### src/rtl/dsefr_pkg.sv
`default_nettype none

package dsefr_pkg;

    // Field widths fixed by the interface.
    localparam int BYTE_W = 8;
    localparam int LEN_W  = 7;

    // Default frame store capacity in bytes.
    localparam int FRAME_BYTES_DEF = 64;

    // Framing symbols.
    localparam logic [BYTE_W-1:0] SYM_STX = 8'h02;
    localparam logic [BYTE_W-1:0] SYM_ETX = 8'h03;
    localparam logic [BYTE_W-1:0] SYM_DLE = 8'h10;

    // Receive phase of the byte parser.
    typedef enum logic [1:0] {
        PH_HUNT = 2'd0,
        PH_STX  = 2'd1,
        PH_DATA = 2'd2,
        PH_ESC  = 2'd3
    } rx_phase_t;

    // State of the frame emission sequencer.
    typedef enum logic [1:0] {
        EM_IDLE = 2'd0,
        EM_READ = 2'd1,
        EM_LOAD = 2'd2,
        EM_SHOW = 2'd3
    } emit_state_t;

    // Completed frame handed from the parser to the emitter.
    typedef struct packed {
        logic             start;
        logic [LEN_W-1:0] length;
        logic             overflow;
    } frame_done_t;

endpackage

`default_nettype wire

### src/rtl/dsefr_store.sv
`default_nettype none

module dsefr_store #(
    parameter int FRAME_BYTES = dsefr_pkg::FRAME_BYTES_DEF
) (
    input  wire logic                                        clk,
    input  wire logic                                        wr_en,
    input  wire logic [((FRAME_BYTES > 1) ? $clog2(FRAME_BYTES) : 1)-1:0] wr_addr,
    input  wire logic [dsefr_pkg::BYTE_W-1:0]                wr_data,
    input  wire logic                                        rd_en,
    input  wire logic [((FRAME_BYTES > 1) ? $clog2(FRAME_BYTES) : 1)-1:0] rd_addr,
    output logic      [dsefr_pkg::BYTE_W-1:0]                rd_data
);

    logic [dsefr_pkg::BYTE_W-1:0] mem [FRAME_BYTES];
    logic [dsefr_pkg::BYTE_W-1:0] rd_data_reg;

    // Write port.
    always_ff @(posedge clk)
    begin
        if (wr_en)
        begin
            mem[wr_addr] <= wr_data;
        end
    end

    // Registered read port.
    always_ff @(posedge clk)
    begin
        if (rd_en)
        begin
            rd_data_reg <= mem[rd_addr];
        end
    end

    assign rd_data = rd_data_reg;

endmodule

`default_nettype wire

### src/rtl/dsefr_parse.sv
`default_nettype none

module dsefr_parse #(
    parameter int FRAME_BYTES = dsefr_pkg::FRAME_BYTES_DEF
) (
    input  wire logic                                        clk,
    input  wire logic                                        rst_n,
    input  wire logic                                        accept,
    input  wire logic [dsefr_pkg::BYTE_W-1:0]                rx_byte,
    output logic                                             wr_en,
    output logic      [((FRAME_BYTES > 1) ? $clog2(FRAME_BYTES) : 1)-1:0] wr_addr,
    output logic      [dsefr_pkg::BYTE_W-1:0]                wr_data,
    output dsefr_pkg::frame_done_t                           done
);

    localparam int ADDR_W = (FRAME_BYTES > 1) ? $clog2(FRAME_BYTES) : 1;
    localparam logic [dsefr_pkg::LEN_W-1:0] CAPACITY = dsefr_pkg::LEN_W'(FRAME_BYTES);
    localparam logic [dsefr_pkg::LEN_W-1:0] ONE      = dsefr_pkg::LEN_W'(1);

    dsefr_pkg::rx_phase_t phase_reg, phase_next;
    logic [dsefr_pkg::LEN_W-1:0] count_reg, count_next;
    logic                        ovf_reg, ovf_next;

    logic is_dle, is_stx, is_etx;
    logic store_byte, clear_frame;

    assign is_dle = (rx_byte == dsefr_pkg::SYM_DLE);
    assign is_stx = (rx_byte == dsefr_pkg::SYM_STX);
    assign is_etx = (rx_byte == dsefr_pkg::SYM_ETX);

    // Phase transitions for each accepted byte.
    always_comb
    begin
        phase_next = phase_reg;
        case (phase_reg)
            dsefr_pkg::PH_HUNT:
            begin
                if (accept && is_dle)
                begin
                    phase_next = dsefr_pkg::PH_STX;
                end
            end
            dsefr_pkg::PH_STX:
            begin
                if (accept)
                begin
                    phase_next = is_stx ? dsefr_pkg::PH_DATA : dsefr_pkg::PH_HUNT;
                end
            end
            dsefr_pkg::PH_DATA:
            begin
                if (accept && is_dle)
                begin
                    phase_next = dsefr_pkg::PH_ESC;
                end
            end
            dsefr_pkg::PH_ESC:
            begin
                if (accept)
                begin
                    phase_next = (is_dle || is_stx) ? dsefr_pkg::PH_DATA
                                                    : dsefr_pkg::PH_HUNT;
                end
            end
            default:
            begin
                phase_next = dsefr_pkg::PH_HUNT;
            end
        endcase
    end

    // Store writes, byte count and frame completion.
    always_comb
    begin
        store_byte  = accept &&
                      (((phase_reg == dsefr_pkg::PH_DATA) && !is_dle) ||
                       ((phase_reg == dsefr_pkg::PH_ESC) && is_dle));
        clear_frame = accept &&
                      (((phase_reg == dsefr_pkg::PH_STX) && is_stx) ||
                       ((phase_reg == dsefr_pkg::PH_ESC) && !is_dle));
        wr_en         = 1'b0;
        count_next    = count_reg;
        ovf_next      = ovf_reg;
        done.start    = accept && (phase_reg == dsefr_pkg::PH_ESC) && is_etx;
        done.length   = count_reg;
        done.overflow = ovf_reg;
        if (store_byte)
        begin
            if (count_reg < CAPACITY)
            begin
                wr_en      = 1'b1;
                count_next = count_reg + ONE;
            end
            else
            begin
                ovf_next = 1'b1;
            end
        end
        if (clear_frame)
        begin
            count_next = '0;
            ovf_next   = 1'b0;
        end
    end

    assign wr_addr = count_reg[ADDR_W-1:0];
    assign wr_data = rx_byte;

    // Parser state registers.
    always_ff @(posedge clk or negedge rst_n)
    begin
        if (!rst_n)
        begin
            phase_reg <= dsefr_pkg::PH_HUNT;
            count_reg <= '0;
            ovf_reg   <= 1'b0;
        end
        else
        begin
            phase_reg <= phase_next;
            count_reg <= count_next;
            ovf_reg   <= ovf_next;
        end
    end

endmodule

`default_nettype wire

### src/rtl/dsefr_emit.sv
`default_nettype none

module dsefr_emit #(
    parameter int FRAME_BYTES = dsefr_pkg::FRAME_BYTES_DEF
) (
    input  wire logic                                        clk,
    input  wire logic                                        rst_n,
    input  wire dsefr_pkg::frame_done_t                      done,
    output logic                                             rd_en,
    output logic      [((FRAME_BYTES > 1) ? $clog2(FRAME_BYTES) : 1)-1:0] rd_addr,
    input  wire logic [dsefr_pkg::BYTE_W-1:0]                rd_data,
    output logic                                             busy,
    output logic                                             out_valid,
    input  wire logic                                        out_stall,
    output logic      [dsefr_pkg::BYTE_W-1:0]                out_byte,
    output logic                                             byte_valid,
    output logic      [dsefr_pkg::LEN_W-1:0]                 frame_length,
    output logic                                             overflowed,
    output logic                                             last
);

    localparam int ADDR_W = (FRAME_BYTES > 1) ? $clog2(FRAME_BYTES) : 1;
    localparam logic [dsefr_pkg::LEN_W-1:0] ONE = dsefr_pkg::LEN_W'(1);

    dsefr_pkg::emit_state_t state_reg, state_next;
    logic [dsefr_pkg::LEN_W-1:0] len_reg;
    logic [dsefr_pkg::LEN_W-1:0] idx_reg;
    logic                        ovf_reg;
    logic [dsefr_pkg::BYTE_W-1:0] byte_reg;
    logic                        byte_valid_reg;
    logic                        last_reg;

    logic [dsefr_pkg::LEN_W-1:0] idx_inc;
    logic                        at_end;

    assign idx_inc = idx_reg + ONE;
    assign at_end  = (idx_inc >= len_reg);

    // Sequencer transitions: read (skipped for an empty frame), load the output register, present.
    always_comb
    begin
        state_next = state_reg;
        case (state_reg)
            dsefr_pkg::EM_IDLE:
            begin
                if (done.start)
                begin
                    state_next = (done.length == '0) ? dsefr_pkg::EM_LOAD
                                                     : dsefr_pkg::EM_READ;
                end
            end
            dsefr_pkg::EM_READ:
            begin
                state_next = dsefr_pkg::EM_LOAD;
            end
            dsefr_pkg::EM_LOAD:
            begin
                state_next = dsefr_pkg::EM_SHOW;
            end
            dsefr_pkg::EM_SHOW:
            begin
                if (!out_stall)
                begin
                    state_next = at_end ? dsefr_pkg::EM_IDLE : dsefr_pkg::EM_READ;
                end
            end
            default:
            begin
                state_next = dsefr_pkg::EM_IDLE;
            end
        endcase
    end

    // Sequencer outputs.
    always_comb
    begin
        rd_en     = (state_reg == dsefr_pkg::EM_READ);
        busy      = (state_reg != dsefr_pkg::EM_IDLE);
        out_valid = (state_reg == dsefr_pkg::EM_SHOW);
    end

    assign rd_addr = idx_reg[ADDR_W-1:0];

    // Frame descriptor and byte index.
    always_ff @(posedge clk or negedge rst_n)
    begin
        if (!rst_n)
        begin
            state_reg <= dsefr_pkg::EM_IDLE;
            len_reg   <= '0;
            ovf_reg   <= 1'b0;
            idx_reg   <= '0;
        end
        else
        begin
            state_reg <= state_next;
            if ((state_reg == dsefr_pkg::EM_IDLE) && done.start)
            begin
                len_reg <= done.length;
                ovf_reg <= done.overflow;
                idx_reg <= '0;
            end
            else if ((state_reg == dsefr_pkg::EM_SHOW) && !out_stall)
            begin
                idx_reg <= idx_inc;
            end
        end
    end

    // Output register, loaded from the store read data, or zero for an empty frame.
    always_ff @(posedge clk)
    begin
        if (state_reg == dsefr_pkg::EM_LOAD)
        begin
            byte_reg       <= (len_reg == '0) ? '0 : rd_data;
            byte_valid_reg <= (len_reg != '0);
            last_reg       <= at_end;
        end
    end

    assign out_byte     = byte_reg;
    assign byte_valid   = byte_valid_reg;
    assign frame_length = len_reg;
    assign overflowed   = ovf_reg;
    assign last         = last_reg;

endmodule

`default_nettype wire

### src/rtl/dle_stx_etx_frame_receiver_top.sv
`default_nettype none

// DLE/STX/ETX frame receiver. Received bytes enter one per transfer on the
// input channel; outside a frame they are taken every cycle, and inside a
// frame each payload byte is written once into a frame store of FRAME_BYTES
// entries, also at one byte per cycle. A DLE escapes the next byte: DLE DLE
// stores one DLE, DLE STX restarts the frame, DLE ETX completes it, and any
// other escaped byte drops the frame without a result. Bytes beyond the store
// capacity are dropped and the frame is marked overflowed. On DLE ETX the
// input is stalled while the frame is emitted as a run of result transfers,
// one per stored byte, each carrying the frame length and the overflow mark,
// with last set on the final transfer; an empty frame gives one transfer
// with byte_valid low. Each result goes through a registered store read, an
// output register load and presentation, held while the output is stalled;
// the next byte is read only once it is taken. An empty frame skips the store
// read. Input resumes the cycle after the last result transfer.
module dle_stx_etx_frame_receiver_top #(
    parameter int FRAME_BYTES = dsefr_pkg::FRAME_BYTES_DEF
) (
    input  wire logic                             clk,
    input  wire logic                             rst_n,
    input  wire logic                             in_valid,
    output logic                                  in_stall,
    input  wire logic [dsefr_pkg::BYTE_W-1:0]     rx_byte,
    output logic                                  out_valid,
    input  wire logic                             out_stall,
    output logic      [dsefr_pkg::BYTE_W-1:0]     out_byte,
    output logic                                  byte_valid,
    output logic      [dsefr_pkg::LEN_W-1:0]      frame_length,
    output logic                                  overflowed,
    output logic                                  last
);

    localparam int ADDR_W = (FRAME_BYTES > 1) ? $clog2(FRAME_BYTES) : 1;

    logic                         accept;
    logic                         busy;
    logic                         wr_en;
    logic [ADDR_W-1:0]            wr_addr;
    logic [dsefr_pkg::BYTE_W-1:0] wr_data;
    logic                         rd_en;
    logic [ADDR_W-1:0]            rd_addr;
    logic [dsefr_pkg::BYTE_W-1:0] rd_data;
    dsefr_pkg::frame_done_t       done;

    // Input is held off while a frame is being emitted.
    assign in_stall = busy;
    assign accept   = in_valid && !busy;

    dsefr_parse #(
        .FRAME_BYTES (FRAME_BYTES)
    ) u_parse (
        .clk     (clk),
        .rst_n   (rst_n),
        .accept  (accept),
        .rx_byte (rx_byte),
        .wr_en   (wr_en),
        .wr_addr (wr_addr),
        .wr_data (wr_data),
        .done    (done)
    );

    dsefr_store #(
        .FRAME_BYTES (FRAME_BYTES)
    ) u_store (
        .clk     (clk),
        .wr_en   (wr_en),
        .wr_addr (wr_addr),
        .wr_data (wr_data),
        .rd_en   (rd_en),
        .rd_addr (rd_addr),
        .rd_data (rd_data)
    );

    dsefr_emit #(
        .FRAME_BYTES (FRAME_BYTES)
    ) u_emit (
        .clk          (clk),
        .rst_n        (rst_n),
        .done         (done),
        .rd_en        (rd_en),
        .rd_addr      (rd_addr),
        .rd_data      (rd_data),
        .busy         (busy),
        .out_valid    (out_valid),
        .out_stall    (out_stall),
        .out_byte     (out_byte),
        .byte_valid   (byte_valid),
        .frame_length (frame_length),
        .overflowed   (overflowed),
        .last         (last)
    );

endmodule

`default_nettype wire
### config.mk
export PLATFORM = sky130hd
export DESIGN_NAME = dle_stx_etx_frame_receiver_top
export DESIGN_NICKNAME = d
export VERILOG_FILES = /design/src/rtl/dsefr_pkg.sv /design/src/rtl/dsefr_store.sv /design/src/rtl/dsefr_parse.sv /design/src/rtl/dsefr_emit.sv /design/src/rtl/dle_stx_etx_frame_receiver_top.sv
export SDC_FILE = /design/constraint.sdc
export NUM_CORES = 1
export LEC_CHECK = 0
export BUFFER_PORTS_ARGS = -buffer_cell sky130_fd_sc_hd__buf_2
export CORE_UTILIZATION = 45
export DETAILED_ROUTE_END_ITERATION = 7
export PLACE_DENSITY = 0.69
export SYNTH_ARGS = -nofsm -noshare
export SYNTH_HDL_FRONTEND = slang
export SYNTH_SLANG_ARGS = --single-unit
### constraint.sdc
create_clock -name clk -period 2.3 [get_ports clk]
set_input_delay 0.115 -clock clk [delete_from_list [all_inputs] [get_ports clk]]
set_output_delay 0.115 -clock clk [all_outputs]
set_load 0.005 [all_outputs]
### Yosys cells after proc, flatten, opt, wreduce, memory -nomap -nowiden

Memories as Yosys holds them, arrays and structs flattened. A register that Yosys moved wholly into a read port is not among the register bits.
Index checks and enable logic that the tools add are counted.
Widths: inputs -> output; s select.

* bits in registers: 37
* latch bits: 0
* RAM bits: 512
* memory bits (read-only): 0
* output and inout bits: 20
* word-level logic and storage cells: 86
* memories kept: 1

Memory list
* u_store.mem: depth 64, bits a word 8, read ports 1, clocked after memory_dff 1, write ports 1, RTL line dsefr_store.sv:15 `logic [dsefr_pkg::BYTE_W-1:0] mem [FRAME_BYTES];`

* add/sub/neg operators: 2
* multipliers: 0
* div/mod/pow operators: 0
* $lt $le $gt $ge: 2
* eq/ne operators: 16
* shift operators: 0
* multiplexer cells: 24
* bitwise gates (word level): 0
* reduce and logical (&&, ||, !) cells: 31

Operators with widths (count)
* $mux 7: 5
* $mux 2: 9
* $eq 8x2->1 const B: 2
* $pmux 2 s4: 2
* $add 7x1->7 const B: 2
* $logic_not 7->1: 2
* $logic_and 1x1->1: 12
* $ne 2x1->1 const B: 6
* $eq 2x2->1 const B: 4
* $eq 8x5->1 const B: 1
* $mux 1: 8
* $reduce_bool 2->1: 4
* $ge 7x7->1: 1
* $lt 7x7->1 const B: 1
* $reduce_bool 7->1: 1
* $reduce_and 2->1: 3
* $eq 2x1->1 const B: 2
* $logic_not 2->1: 2
* $reduce_and 4->1: 1
* $logic_not 1->1: 3
* $logic_or 1x1->1: 3
* $ne 2x2->1 const B: 1

### Longest topological paths before layout

Gate-level depths: netlist (run 1).

* depth in word-level cells: 8
* gate-level depth with buffers: 13
* gate-level depth less buffers: 10

### By module

Synthesis (run 1) repeated with hierarchy kept, for this count alone.

* cells, all modules: 1176
* area, all modules: 22531.6 µm²

Modules (own cells, without submodules)
* dsefr_store: instances 1, cells an instance 940, area an instance 20246.9 µm², seq. area each 15615.0 µm²
* dsefr_emit: instances 1, cells an instance 142, area an instance 1453.9 µm², seq. area each 725.7 µm²
* dsefr_parse: instances 1, cells an instance 93, area an instance 817.0 µm², seq. area each 250.2 µm²
* dle_stx_etx_frame_receiver_top: instances 1, cells an instance 1, area an instance 13.8 µm², seq. area each 0.0 µm²

### Least setup slack after synthesis (run 1)

OpenSTA, ideal clock, no wires.

* kind: register to register
* start point: reg u_emit.idx_reg[2] in the netlist's numbering
* end point: reg u_emit.last_reg, in the netlist u_emit.last, data pin
* library setup time: 0.254 ns
* arrival time: 2.271 ns
* data required time: 2.046 ns
* setup slack: -0.226 ns
* cell stages (with the launch flop): 10
* buffers on the path: 3
* period minus slack after synthesis: 2.526 ns
* cells stage by stage: dfrtp_1 clkbuf_1 clkbuf_1 clkbuf_1 xor2_1 ha_1 a21o_1 a21oi_1 nor2b_1 o21a_1

* cells in the longest elaborated chain, start to end: 2

Ends and longest elaborated chain
* start, declared: RTL line dsefr_emit.sv:27 `logic [dsefr_pkg::LEN_W-1:0] idx_reg;`
* start signal, assigned: RTL line dsefr_emit.sv:105 `idx_reg <= idx_inc;`
* $add 7x1->7: RTL line dsefr_emit.sv:36 `assign idx_inc = idx_reg + ONE;`
* $ge 7x7->1: RTL line dsefr_emit.sv:37 `assign at_end = (idx_inc >= len_reg);`
* named net u_emit.at_end: RTL line dsefr_emit.sv:34 `logic at_end;`
* end signal, assigned: RTL line dsefr_emit.sv:117 `last_reg <= at_end;`
* end, declared: RTL line dsefr_emit.sv:31 `logic last_reg;`

The timed path passes the listed nets, and every way through them passes these cells.
A chain may end at the register's enable or synchronous reset.

==> results.md, run 1 <==
* Pwr/cell area at between 1000 and 1500 nW/µm²
* Crit Path Max Fanout at 8
* WL final at between 50000 and 60000 µm
* Count of final hold-check violations at 0
* Number of global-route vias before repair at 12.2k
* Relative slew slack at about two fifths
* Worst Hold Depth at 2
* First-pass GRT wire length at between 80000 and 90000 µm
* Netlist cell types at 50
* Area of the multi-input gates at just under 6000 µm²
* Max FFs per register at slightly above 500
* Number of synthesized flops with an enable pin at between 500 and 600
* WP data arrival at approximately 2800 ps
* Initial Util at 46.1%
* Post-DRT Antenna Nets at 0
* Number of antenna diodes at 0
* GRT overflow at 0
* Final Worst Setup Slack at -113 ps
* Post-detail-place hpwl at 35600 µm
* Clk pwr share at between 30% and 40%
* Gate Count Post-Synth at 1212
* Highest clock rate at between 400 and 500 MHz
* Fin nets at approximately 1.5k
* CP cell instances: buf_12 > buf_12 > mux4_2 > mux4_2 > nand2_1 > o21ai_1
* Post-route DRC violation count at 0
* Switching Fraction at approximately 28%
* Hold endpoint: u_store.mem[60][0]$_DFFE_PP_
* Slowest cell on crit path: dfrtp_4
* Combinational share of power at approximately 28%
* Top Ports at 32
* Synth Area in Compound Gates at 3.80%
* Slew Viols, Final at 0
* Worst-margin pin slew at between 800 and 900 ps
* Htree depth at 2
* Initial detailed-routing violation count at 1306
* Flop-to-flop setup slack at -110 ps
* DR pass1 iterations at 6
* Xor and xnor area share after synthesis at less than 1%
* Net Switching at between 8 and 9 mW
* Syn_area_per_cell at between 15 and 20 µm²
* Overall Power at about 29 mW
* Simple-gate portion of the synthesized area at between 4 and 5%
* Leak pwr at 9.34 nW
* Ys flop type: edfxtp_1
* GRT Util Overall at 22.6%
* Root Buffer: clkbuf_16
* Failing checks: setup timing
* Avg Vias per Cell at 5.71
* Post-Synth Adder-Cell Area at less than 1%
* CP Data Required Time at 2650 ps
* Worst min-delay path startpoint: rx_byte[0]
* Worst setup SP type: register
* Largest net degree at the start of global routing at 66
* Outcome: complete, but fails checks
* Number of buffers added on ports at 31
* Sequential share of the synthesized area at between 70 and 80%
* Die area at around 50000 µm²
* Worst Hold Class: input pin to register
* Area grow syn2layout at 23.0%
* Fin crit period at 2410 ps
* Setup TNS at -6020 ps
* Pint at ~21 mW
* Post-Syn Nets at between 1k and 1.5k
* Largest cells by area after synthesis: edfxtp_1 (72%), mux4_2 (8.7%), mux2i_1 (4.7%)
* Initial antenna violation count at 2
* Netlist Area Pre-Place at approximately 22000 µm²
* Largest area contributor in the netlist: edfxtp_1
* Reg area at about 17000 µm²
* Routed len/inst at around 26 µm
* CTS tree: built
* CTS max path bufs at 3
* Final setup vio count at approximately 140
* Crit end category: register
* CTS Buf Count at 55
* Core ar. at 48100 µm²
* Multiplexer area fraction after synthesis at a little over an eighth
* Share of layout cells above drive strength 1 at 33.9%
* Die X-Extent at 224 µm
* Reg2reg path depth at 6
* Ys Warns at 0
* R2r endpoint: u_store.rd_data[0]$_DFFE_PN_
* Clock Sinks at 557
* Die Ht at around 220 µm
* FILL cells at 3543
* Slowest stage delay, CP at roughly 550 ps
* Clk_skew at about 25 ps
* CP Class: register to register
* Routability Congestion at 0.859
* Clk Latency, worst-skew pair at roughly 620 ps
* Largest family of logic cells by synthesized area: multiplexers
* Reg clk slew, reported paths at roughly 70 ps
* Async SR Flop Fraction at about 4.8%
* Seq cells post-synth at ~560
* Vias at 12.2k
* RSZ-0062 raised after global routing: yes
* Max-Cap Viols at 0
* Seq pwr share at roughly two fifths
* Worst R2R Start: u_emit.idx_reg[0]$_DFFE_PN0P_
* Worst vdd rail ir drop at just under 0.8 mV
* Row count at 80
* Final critical-path share of the clock period at 105%
* Yosys top cell area share at about 72%
[what timing repair did]
item,CTS,global route
hold buffers,2,0
hold endpoints to repair,30,0
setup buffers,5,7
pin swaps,9,23
setup endpoints to repair,376,519
gates cloned,3,0
resized for setup,32,147
[through the flow]
stage	cells	util (%)	area (µm²)	worst slack, ps	hold WS [ps]
global placement	2016	51.1	24600	-278	184
floorplan	1212	-	22300	-135	-181
finish	2133	56.7	27300	-113	71.0
CTS	2127	55.3	26600	-105	40.3
global route	2133	56.7	27300	-182	56.4
detailed placement	2016	51.1	24600	-296	183
[worst max-delay path: cells and delay by family (launching register included)]
family,cells,cell delay [ps]
and+or+nand+nor,1,90
DFF,1,550
muxes,2,1090
buffers and inverters,2,350
AOI/OAI and AO/OA,1,50
[cell usage after synthesis, types with 9 or more instances]
| library cell | number |
|---|---|
| a21oi_1 | 25 |
| a22oi_1 | 48 |
| buf_1 | 10 |
| buf_2 | 19 |
| clkbuf_1 | 28 |
| dfrtp_1 | 27 |
| edfxtp_1 | 530 |
| ha_1 | 15 |
| inv_1 | 15 |
| mux2i_1 | 104 |
| mux4_2 | 86 |
| nand2_1 | 45 |
| nand3_1 | 31 |
| nor2_1 | 92 |
| o21ai_0 | 31 |
| o22ai_1 | 9 |
[placed cells by master (no fill, tap or decap), types with 12 or more instances in the layout]
cell type	n
a21oi_1	19
a22oi_1	41
buf_12	24
buf_2	31
buf_4	111
buf_6	55
clkbuf_16	57
clkinv_1	13
dfrtp_1	24
edfxtp_1	530
ha_1	13
inv_1	13
mux2i_1	102
mux4_2	86
nand2_1	40
nand3_1	26
nor2_1	34
nor2_2	12
nor2_4	46
o21ai_0	22
[worst max path at each step]
| stage | startpoint | to | slack, ps |
|---|---|---|---|
| 4_1_cts | u_emit.idx_reg[0]$_DFFE_PN0P_ | u_store.rd_data[7]$_DFFE_PN_ | -100 |
| 3_5_place_dp | rx_byte[5] | u_store.mem[33][7]$_DFFE_PP_ | -300 |
| 6_report | u_emit.idx_reg[0]$_DFFE_PN0P_ | u_store.rd_data[0]$_DFFE_PN_ | -110 |
| 2_1_floorplan | u_emit.idx_reg[2]$_DFFE_PN0P_ | u_emit.last$_DFFE_PP_ | -140 |
| 3_3_place_gp | rx_byte[5] | u_store.mem[23][1]$_DFFE_PP_ | -280 |
| 5_1_grt | u_emit.state_reg[0]$_DFFE_PN0P_ | u_store.mem[37][4]$_DFFE_PP_ | -180 |
[area by class of cell]
| type | count | area share [%] |
|---|---|---|
| Inverter | 15 | 0.206 |
| Sequential cell | 557 | 60.8 |
| Clock buffer | 66 | 5.35 |
| Timing Repair Buffer | 228 | 8.11 |
| Tap cell | 656 | 3.01 |
| Multi-Input combinational cell | 576 | 21.3 |
| Clock inverter | 35 | 1.18 |
[kinds of logic (layout without fill, tap and decap cells)]
family,Yosys count,count (layout)
buffers and inverters,79,344
DFF,557,557
AOI/OAI and AO/OA,131,131
and+or+nand+nor,221,221
adders and majority gates,15,15
muxes,194,194
xor gates and xnor gates,15,15
[layer usage]
layer | track usage (%) | part of all wire (%)
met5 | 0 | 0
met4 | 7.91 | 3.6
met3 | 4.55 | 7.8
met2 | 36.8 | 49
met1 | 30.3 | 40
[power groups by stage]
stage	clock, mW	sequential [mW]	combinational [mW]
6_report	8.94	11.6	7.99
4_1_cts	9.06	11.6	7.88
5_1_grt	9.42	11.6	8.45
3_3_place_gp	0	11.8	7.31
2_1_floorplan	0	11.7	4.63
3_5_place_dp	0	11.8	7.41
Note: power is estimated with default switching activity, not from simulation.
==> inputs of run 2 (changes only) <==
--- a/config.mk
+++ b/config.mk
@@ -5,6 +5,7 @@
 export SDC_FILE = /design/constraint.sdc
 export NUM_CORES = 1
 export LEC_CHECK = 0
+export ABC_AREA = 1
 export BUFFER_PORTS_ARGS = -buffer_cell sky130_fd_sc_hd__buf_2
 export CORE_UTILIZATION = 45
 export DETAILED_ROUTE_END_ITERATION = 7
==> results.md, run 2 <==
* Number of buffers added on ports at 31 (unchanged)
* Post-route DRC violation count at 0 (unchanged)
* Routed len/inst at 20.8 µm (-21%)
* Final critical-path share of the clock period at 95.8% (-9.1 points)
* Clk_skew at 21.3 ps (-4.19 ps)
* Worst vdd rail ir drop at 0.729 mV (-6.6%)
* Syn_area_per_cell at 11.2 µm² (-39%)
* Htree depth at 2 (unchanged)
* Row count at 82 (+2.5%)
* Reg area at 16600 µm² (about the same)
* Clk Latency, worst-skew pair at 610 ps (about the same)
* Die Ht at 229 µm (+2.3%)
* Root Buffer: clkbuf_16
* Finished Core Util at 53.4% (-3.2 points)
* CTS max path bufs at 3 (unchanged)
* Post-Syn Nets at 2101 (+70%)
* Seq cells post-synth at 557 (unchanged)
* Max-Cap Viols at 0 (unchanged)
* Setup TNS at 0 ps (+6020 ps)
* Ys flop type: edfxtp_1
* Ys Warns at 0 (unchanged)
* Family with the most delay on the worst path: buffers and inverters
* Async SR Flop Fraction at 4.85% (unchanged)
* WP data arrival at 2500 ps (-260 ps)
* CP most frequent cell: nand2_1
* Leak pwr at 10.4 nW (+11%)
* Count leader, synth: nand2_1
* Post-DRT Antenna Nets at 0 (unchanged)
* CP Data Required Time at 2600 ps (-50 ps)
* Count of final hold-check violations at 0 (unchanged)
* Pwr/cell area at 1120 nW/µm² (+7.1%)
* Netlist Area Pre-Place at 23200 µm² (+4.8%)
* Number of global-route vias before repair at 15.9k (+30%)
* Fin crit period at 2200 ps (-210 ps)
* Worst path depth at 12 (+6)
* Initial Util at 45.9% (-0.12 points)
* Top Ports at 32 (unchanged)
* Yosys top cell area share at 68.5% (-3.3 points)
* Vias at 16.1k (+32%)
* First-pass GRT wire length at 91000 µm (+11%)
* Slowest stage delay, CP at 640 ps (+90 ps)
* Slowest cell on crit path: dlygate4sd3_1
* Most frequent cells in the layout: nand2_1 (815), edfxtp_1 (530), nand3_1 (293)
* Share of layout cells above drive strength 1 at 13.1% (-21 points)
* Area of the multi-input gates at 5990 µm² (+3.2%)
* Avg Vias per Cell at 5.50 (-3.6%)
* CTS tree: built
* Reg clk slew, reported paths at 60 ps (about the same)
* DR pass1 iterations at 7 (+1)
* CTS Buf Count at 55 (unchanged)
* Crit path buf inv count at 4 (+2)
* Fin nets at 2232 (+53%)
* CP Class: input pin to register
* Reg2reg path depth at 11 (+5)
* Area grow syn2layout at 16.3%
* Netlist cell types at 32 (-36%)
* Largest net degree at the start of global routing at 97 (+47%)
* Worst setup SP type: input pin
* Die area at 52600 µm² (+4.7%)
* Highest clock rate at 454 MHz (+9.5%)
* Outcome: finished, final reports clean
* GRT overflow at 0 (unchanged)
* Number of synthesized flops with an enable pin at 530 (unchanged)
* Slew Viols, Final at 0 (unchanged)
* GRT Util Overall at 23.1% (+0.47 points)
* Gate Count Post-Synth at 2074 (+71%)
* CP cell instances: dlygate4sd3_1 > clkbuf_4 > nand2_1 > nor2_1 > nand3_1 > nand2_1 > nand3b_4 > nor2_4 > nand2_1 > buf_4 > nor2_1 > buf_4
* Routability Congestion at 0.871 (+1.4%)
* Max FFs per register at 512 (unchanged)
* Initial antenna violation count at 1 (-1)
* Final setup vio count at 0 (-100%)
* Commonest non-fill, non-tap cell in the layout: nand2_1
* Crit end category: register
* Largest cells by area after synthesis: edfxtp_1 (68%), nand2_1 (13%), nand3_1 (6.3%)
* Die X-Extent at 229 µm (+2.3%)
* Relative slew slack at 37.9% (-3.4 points)
* Worst Hold Class: input pin to async pin
* Synth cell count leaders: nand2_1 (817), edfxtp_1 (530), nand3_1 (294)
* FILL cells at 4204 (+19%)
* Worst-margin pin slew at 931 ps (+51.6 ps)
* Number of antenna diodes at 0 (unchanged)
* Post-detail-place hpwl at 36300 µm (+1.8%)
* Crit Path Max Fanout at 11 (+3)
* WL final at 60800 µm (+8.9%)
* Core ar. at 50600 µm² (+5.1%)
* Clock Sinks at 557 (unchanged)
* Initial detailed-routing violation count at 1684 (+29%)
* Largest area contributor in the netlist: edfxtp_1
* Sequential share of the synthesized area at 71.4% (-3.4 points)
==> run 2: final timing paths <==
kind                                                    end  slack [ps]                       startpoint
setup / recovery               u_store.mem[42][2]$_DFFE_PP_         100                       rx_byte[4]
hold / removal              u_emit.state_reg[1]$_DFFE_PN0P_          70                            rst_n
setup reg to reg               u_store.mem[42][2]$_DFFE_PP_         100  u_emit.state_reg[1]$_DFFE_PN0P_
hold reg to reg               u_emit.overflowed$_DFFE_PN0P_         490    u_emit.overflowed$_DFFE_PN0P_
max in group asynchronous     u_emit.idx_reg[0]$_DFFE_PN0P_        1750                            rst_n
min in group clk           u_parse.phase_reg[0]$_DFFE_PN0P_          80                       rx_byte[6]
==> run 2: layer usage <==
metal	up-vias	share of wire (%)	track usage (%)
met1	7771	39	30.3
met2	777	48	37.9
li1	7403	-	-
met4	0	4.3	11.1
met5	-	0	0
met3	134	8.6	3.22
==> run 2: cells by family (layout without fill, tap and decap cells) <==
family | count (synthesis) | after routing | synth area share [%]
buf+inv | 161 | 338 | 3.23
fa+ha+maj | 15 | 15 | 0.808
compound gates | 92 | 92 | 2.02
simple gates | 1241 | 1241 | 22.2
xor+xnor | 8 | 8 | 0.302
flops | 557 | 557 | 71.4
==> run 2: final cells by class <==
class	count	share of cell area, %
repair buffers	183	5.73
multi-input cells	1356	22.2
clock buffers	77	5.74
flip-flops and latches	557	61.4
clock inverters	26	1.06
inverters	52	0.755
well taps	672	3.11
==> run 2: stage by stage <==
stage	cells	hold slack [ps]	total power [mW]	instance area, µm²	setup slack (ps)
after detailed placement	2812	164	21.0	25000	55.6
after CTS	2920	27.0	30.1	26900	16.7
final	2923	68.8	30.3	27000	96.9
after floorplan	2074	-181	17.7	23200	-159
after global placement	2812	165	20.9	25000	31.5
after global routing	2923	95.3	31.6	27000	-8.27
==> run 2: where the power goes <==
group | leakage, nW | internal, mW | switching [mW] | total, mW
clock | 0.899 | 5.36 | 3.76 | 9.12
combinational | 4.33 | 3.00 | 6.57 | 9.57
sequential | 5.13 | 11.4 | 0.149 | 11.6
==> run 2: timing repair <==
action                                 4_1_cts  5_1_grt
buffers inserted                             0        2
gates resized for setup                      0       21
endpoints found under the hold margin       41        0
hold buffers                                 5        0
setup endpoints to repair                    0      282
